[config.mk]
export PLATFORM = sky130hd
export DESIGN_NAME = four_channel_frame_crc16_core
export DESIGN_NICKNAME = d
export VERILOG_FILES = /design/src/fcrc_pkg.sv /design/src/fcrc_cell.sv /design/src/fcrc_crc.sv /design/src/four_channel_frame_crc16_core.sv
export SDC_FILE = /design/constraint.sdc
export NUM_CORES = 1
export LEC_CHECK = 0
export BUFFER_PORTS_ARGS = -buffer_cell sky130_fd_sc_hd__buf_4
export CORE_MARGIN = 3
export CORE_UTILIZATION = 50
export DETAILED_ROUTE_END_ITERATION = 8
export PLACE_DENSITY = 0.77
export SLEW_MARGIN = 20
export SYNTH_ARGS = -nofsm -noshare
export SYNTH_HDL_FRONTEND = slang
export SYNTH_SLANG_ARGS = --single-unit
[constraint.sdc]
create_clock -name i_clk -period 6.1 [get_ports i_clk]
set_clock_uncertainty 0.1 [all_clocks]
set_input_delay 0.915 -clock i_clk [delete_from_list [all_inputs] [get_ports i_clk]]
set_output_delay 0.915 -clock i_clk [all_outputs]
set_load 0.05 [all_outputs]
[src/fcrc_pkg.sv]
`timescale 1ns / 1ps

package fcrc_pkg;

    localparam int unsigned SAMPLE_W          = 16;
    localparam int unsigned NUM_CHANNELS      = 4;
    localparam int unsigned FRAME_DATA_BYTES  = 8;
    localparam int unsigned FRAME_TOTAL_BYTES = 10;
    localparam int unsigned IN_DATA_W         = SAMPLE_W * NUM_CHANNELS;
    localparam int unsigned IDX_W             = 4;

    localparam logic [IDX_W-1:0] IDX_CRC_LO = IDX_W'(FRAME_DATA_BYTES);
    localparam logic [IDX_W-1:0] IDX_CRC_HI = IDX_W'(FRAME_TOTAL_BYTES - 1);

    localparam logic [15:0] CRC_INIT = 16'hFFFF;
    localparam logic [15:0] CRC_POLY = 16'hA001;

    typedef struct packed {
        logic load;
        logic shift;
    } t_cell_ctrl;

    function automatic logic [15:0] crc_byte(input logic [15:0] crc, input logic [7:0] b);
        logic [15:0] r;
        r = crc ^ {8'h00, b};
        for (int k = 0; k < 8; k++) begin
            if (r[0]) begin
                r = (r >> 1) ^ CRC_POLY;
            end else begin
                r = r >> 1;
            end
        end
        return r;
    endfunction

endpackage

[src/fcrc_cell.sv]
`timescale 1ns / 1ps

module fcrc_cell (
    input  logic              i_clk,
    input  fcrc_pkg::t_cell_ctrl i_ctrl,
    input  logic [7:0]        i_load_byte,
    input  logic [7:0]        i_next_byte,
    output logic [7:0]        o_byte
);
    import fcrc_pkg::*;

    logic [7:0] r_byte;
    logic [7:0] n_byte;

    always_comb begin
        n_byte = r_byte;
        if (i_ctrl.load) begin
            n_byte = i_load_byte;
        end else if (i_ctrl.shift) begin
            n_byte = i_next_byte;
        end
    end

    always_ff @(posedge i_clk) begin
        r_byte <= n_byte;
    end

    assign o_byte = r_byte;

endmodule

[src/fcrc_crc.sv]
`timescale 1ns / 1ps

module fcrc_crc (
    input  logic              i_clk,
    input  fcrc_pkg::t_cell_ctrl i_ctrl,
    input  logic [7:0]        i_byte,
    output logic [15:0]       o_crc
);
    import fcrc_pkg::*;

    logic [15:0] r_crc;
    logic [15:0] n_crc;

    always_comb begin
        n_crc = r_crc;
        if (i_ctrl.load) begin
            n_crc = CRC_INIT;
        end else if (i_ctrl.shift) begin
            n_crc = crc_byte(r_crc, i_byte);
        end
    end

    always_ff @(posedge i_clk) begin
        r_crc <= n_crc;
    end

    assign o_crc = r_crc;

endmodule

[src/four_channel_frame_crc16_core.sv]
`timescale 1ns / 1ps

// channel | dir | tdata fields (lsb first)                                | tuser | tlast
// s       | in  | channel_one, channel_two, channel_three, channel_four  | -     | -
// m       | out | frame_byte                                             | -     | frame_last
//
// each sample set gives ten bytes, one per cycle while m is not stalled: eight data
// bytes shifted out of a row of byte cells, then the crc low and high bytes
// a holding register takes the next sample set while a frame goes out, so frames
// follow with no gap
// synchronous active-low reset clears only the frame and holding valid flags and the byte index
// a stall on m freezes the cell row and crc; s is stalled while the holding register is full
module four_channel_frame_crc16_core (
    input  logic                            i_clk,
    input  logic                            i_rst_n,
    input  logic                            s_tvalid,
    output logic                            s_tready,
    // channel_one, channel_two, channel_three, channel_four
    input  logic [fcrc_pkg::IN_DATA_W-1:0]  s_tdata,
    output logic                            m_tvalid,
    input  logic                            m_tready,
    // frame_byte
    output logic [7:0]                      m_tdata,
    output logic                            m_tlast
);
    import fcrc_pkg::*;

    logic                 r_hold_valid;
    logic                 n_hold_valid;
    logic [IN_DATA_W-1:0] r_hold;
    logic                 r_busy;
    logic                 n_busy;
    logic [IDX_W-1:0]     r_idx;
    logic [IDX_W-1:0]     n_idx;

    logic       w_in_acc;
    logic       w_out_acc;
    logic       w_load;
    logic       w_data_phase;
    t_cell_ctrl w_ctrl;
    t_cell_ctrl w_crc_ctrl;
    logic [7:0] w_byte [FRAME_DATA_BYTES];
    logic [15:0] w_crc;

    assign s_tready     = !r_hold_valid;
    assign w_in_acc     = s_tvalid && s_tready;
    assign w_out_acc    = m_tvalid && m_tready;
    assign w_data_phase = r_idx < IDX_CRC_LO;
    assign w_load       = r_hold_valid && (!r_busy || (w_out_acc && r_idx == IDX_CRC_HI));

    assign w_ctrl.load      = w_load;
    assign w_ctrl.shift     = w_out_acc;
    assign w_crc_ctrl.load  = w_load;
    assign w_crc_ctrl.shift = w_out_acc && w_data_phase;

    always_comb begin
        n_hold_valid = r_hold_valid;
        if (w_in_acc) begin
            n_hold_valid = 1'b1;
        end else if (w_load) begin
            n_hold_valid = 1'b0;
        end
    end

    always_comb begin
        n_busy = r_busy;
        n_idx  = r_idx;
        if (w_load) begin
            n_busy = 1'b1;
            n_idx  = '0;
        end else if (w_out_acc) begin
            if (r_idx == IDX_CRC_HI) begin
                n_busy = 1'b0;
                n_idx  = '0;
            end else begin
                n_idx = r_idx + IDX_W'(1);
            end
        end
    end

    always_ff @(posedge i_clk) begin
        if (!i_rst_n) begin
            r_hold_valid <= 1'b0;
            r_busy       <= 1'b0;
            r_idx        <= '0;
        end else begin
            r_hold_valid <= n_hold_valid;
            r_busy       <= n_busy;
            r_idx        <= n_idx;
        end
    end

    always_ff @(posedge i_clk) begin
        if (w_in_acc) begin
            r_hold <= s_tdata;
        end
    end

    for (genvar g = 0; g < FRAME_DATA_BYTES; g++) begin : g_cell
        logic [7:0] w_next;
        if (g == FRAME_DATA_BYTES - 1) begin : g_end
            assign w_next = 8'h00;
        end else begin : g_mid
            assign w_next = w_byte[g+1];
        end
        fcrc_cell u_cell (
            .i_clk       (i_clk),
            .i_ctrl      (w_ctrl),
            .i_load_byte (r_hold[8*g +: 8]),
            .i_next_byte (w_next),
            .o_byte      (w_byte[g])
        );
    end

    fcrc_crc u_crc (
        .i_clk  (i_clk),
        .i_ctrl (w_crc_ctrl),
        .i_byte (w_byte[0]),
        .o_crc  (w_crc)
    );

    always_comb begin
        if (w_data_phase) begin
            m_tdata = w_byte[0];
        end else if (r_idx == IDX_CRC_LO) begin
            m_tdata = w_crc[7:0];
        end else begin
            m_tdata = w_crc[15:8];
        end
    end

    assign m_tvalid = r_busy;
    assign m_tlast  = (r_idx == IDX_CRC_HI);

endmodule
==> flow_summary_export.csv <==
group,metric,value,unit
run_status,status,"finished clean",
placement,io_buffers,78,
floorplan,fp.dieH,114,µm
grt,grt_use_met3,4.93,%
floorplan,die_w,114,µm
sta,finalHoldViolCount,0,
drt,viasPerCell,5.04,
drt,vias,3529,
drt,wl_per_cell,14.5,µm
pwr,power_density,382,nW/µm²
drt,firstDrtPassIters,5,
sta,worst_pin_slew,0.835,ns
cts,clk_path_buf_depth,2,
critical_path,crit_fanout,22,
pwr,power_frac_clock,41.3,%
floorplan,dieArea,12900,µm²
sta,setup_viol,0,
drt,wl,10.2,mm
placement,globalplace.congestion,0.762,
grt,grt_use_met1,21.5,%
sta,period_share,56.1,%
critical_path,worstReg2RegStart,"r_idx[3]$_SDFFE_PP0P_",
logic_synthesis,syn-num-nets,534,
layout,drive_above_1_share,21.6,%
grt,grt-ovfl-total,0,
logic_synthesis,yosys-top-cells-count,"nand2_1, edfxtp_1, dfxtp_1",
pwr,power_switching,0.000635,W
floorplan,num_rows,38,
floorplan,core,11100,µm²
logic_synthesis,syn_inst,466,
drt,ant_nets,0,
logic_synthesis,avgSynthCellArea,12.4,µm²
drt,drc,0,
cts,cts-resized-gates,0,
logic_synthesis,ys_seq_area_share,73.9,%
logic_synthesis,synth-edff-count,128,
critical_path,critical_path_arrival,2.40,ns
grt,grt_usage,17.4,%
cts,cts_buffers,17,
sta,fin_tns_setup,0,ns
sta,max_freq,292,MHz
min_path,holdCritPathClass,"flip-flop to flip-flop",
layout,nets,615,
critical_path,max_stage_delay,0.73,ns
critical_path,path_buf_inv,2,
cts,post_cts_buffers,0,
placement,hpwl,6.54,mm
logic_synthesis,yosys.area.top_type,"edfxtp_1",
critical_path,reg2reg_to,"g_cell[5].u_cell.o_byte[3]$_DFFE_PP_",
cts,clkLatencyLatePin,0.41,ns
critical_path,reg2reg_depth,6,
pwr,pwr-share-seq,46.5,%
min_path,hold_start,"u_crc.o_crc[12]$_SDFFE_PP1P_",
critical_path,r2r_setup_slack,3.35,ns
pwr,pwr-share-comb,12.2,%
drt,drtIter0Drc,291,
sta,rsz0062_at_grt,"false",
logic_synthesis,synth_cell_types,28,
pwr,power.internal,0.00211,W
cts,path_clk_slew,0.06,ns
critical_path,worst_setup_path_end_kind,"output pin",
layout,area.growth.synth_to_final,23.9,%
sta,slew_headroom,44.3,%
logic_synthesis,ys_warn_count,0,
cts,cts.sink_count,150,
pwr,ir_drop,0.000192,V
floorplan,start_util,52.3,%
critical_path,cp_slowest_cell,"dfxtp_1",
cts,tritoncts,"built",
job,maxCapViolCount,0,
logic_synthesis,synth_ff_type,"edfxtp_1",
pwr,leakage,2.91,nW
pwr,swShare,23.2,%
logic_synthesis,synth_top_area_share,66.3,%
grt,use_met2,28.7,%
cts,root_buffer,"clkbuf_16",
logic_synthesis,synth_area_leaders,"edfxtp_1, nand2_1, dfxtp_1",
critical_path,startpoint,"r_idx[3]$_SDFFE_PP0P_",
cts,h-tree-depth,4,
critical_path,path_delay_family,"flip-flops",
logic_synthesis,synthArstFlopShare,0,%
grt,antenna_found_initial,0,
grt,grt_max_degree,65,
critical_path,crit_chain,"nor2b_1 -> nor3b_1 -> buf_4 -> mux2i_1 -> a21oi_1 -> buf_4",
critical_path,crit_type,"flip-flop to output pin",
critical_path,worstPathRequired,5.08,ns
critical_path,crit_path_start_kind,"flip-flop",
logic_synthesis,post-synth-top-count-cell,"nand2_1",
sta,maxSlewViolCount,0,
logic_synthesis,synthesis.area,5800,µm²
min_path,hold_path_depth,2,
grt,grt_pass1_vias,3652,
floorplan,boundaryPins,79,
grt,grt_most_used_layer,"met2",
grt,grt_pass1_wl,17.3,mm
logic_synthesis,ys_ff_latch,150,
pwr,p_total,0.00274,W
critical_path,crit_path_frequent_cell,"buf_4",
cts,postCtsHoldBufs,0,
layout,antennaDiodeCount,0,
sta,fin_crit,3.42,ns
min_path,worst_hold_path.endpoint,"u_crc.o_crc[4]$_SDFFE_PP1P_",
cells by family (layout without fill, tap and decap cells):
group	Yosys count	count (layout)	synth area share, %
and+or+nand+nor	233	233	16.2
DFF	150	150	73.9
AOI/OAI and AO/OA	31	31	3.19
xor gates and xnor gates	22	22	3.58
buffers and inverters	22	116	1.75
muxes	8	8	1.38
worst max path at each step:
| stage | end | slack, ns | cells after the start |
|---|---|---|---|
| after detailed placement | m_tdata[7] | 3.12 | 6 |
| after CTS | m_tdata[7] | 2.65 | 6 |
| after global routing | m_tdata[4] | 2.46 | 6 |
| after global placement | g_cell[5].u_cell.o_byte[3]$_DFFE_PP_ | 3.24 | 6 |
| final | m_tdata[7] | 2.68 | 6 |
| after floorplan | g_cell[0].u_cell.o_byte[0]$_DFFE_PP_ | 0.20 | 2 |
power by group through the flow:
stage               clock network [W]  logic [W]  registers [W]
floorplan                           0   0.000248        0.00129
global placement                    0   0.000325        0.00129
global route                  0.00121   0.000377        0.00128
detailed placement                  0   0.000338        0.00130
CTS                           0.00115   0.000342        0.00128
finish                        0.00113   0.000336        0.00127
worst min-delay path, delay by kind of cell, from the launching register on:
kind / cells / cell delay (ns)
simple gates: 2 / 0.12
flops: 1 / 0.32
routing by layer:
metal	up-vias	share of wire (%)
met4	0	1.9
met5	-	0
met2	105	51
met3	14	5.4
li1	1753	-
met1	1657	41
registers in the layout, summed over array words and instances (netlist names):
name,count
g_cell.u_cell.o_byte,64
u_crc.o_crc,16
r_hold_valid,1
r_idx,4
m_tvalid,1
r_hold,64
area by class of cell:
type                    count  area (µm²)
clock inverters            14         226
inverters                   1        3.75
multi-input cells         294        1440
fillers                   798        3890
well taps                 140         175
clock buffers              18         429
repair buffers             83         623
flip-flops and latches    150        4280
cell usage in the layout (no fill, tap or decap), types with 2 or more instances in the layout:
cell type   netlist  layout
o211ai_1          9       9
clkbuf_16         0      17
buf_4             1      83
xnor2_1          16      16
nand2_1         192     192
o21ai_0           4       3
and2_1            8       8
mux2i_1           8       8
nor2_1           15      14
edfxtp_1        128     128
nand3_1           6       6
bufinv_16         0       5
dfxtp_1          22      22
xor2_1            5       5
nor2b_1           5       4
clkinvlp_4        0       2
clkinv_4          0       6
nor3b_1           2       2
a21oi_1          14      14
metrics by stage:
stage	instance area [µm²]	hold WS, ns	utilization, %	setup slack, ns	std cells
after floorplan	5800	0.356	-	0.200	466
after global placement	6530	0.374	58.9	3.24	668
after detailed placement	6530	0.390	58.9	3.12	668
after CTS	7180	0.398	64.8	2.65	700
after global routing	7180	0.422	64.8	2.46	700
final	7180	0.395	64.8	2.68	700
(Power assumes the default switching activity.)
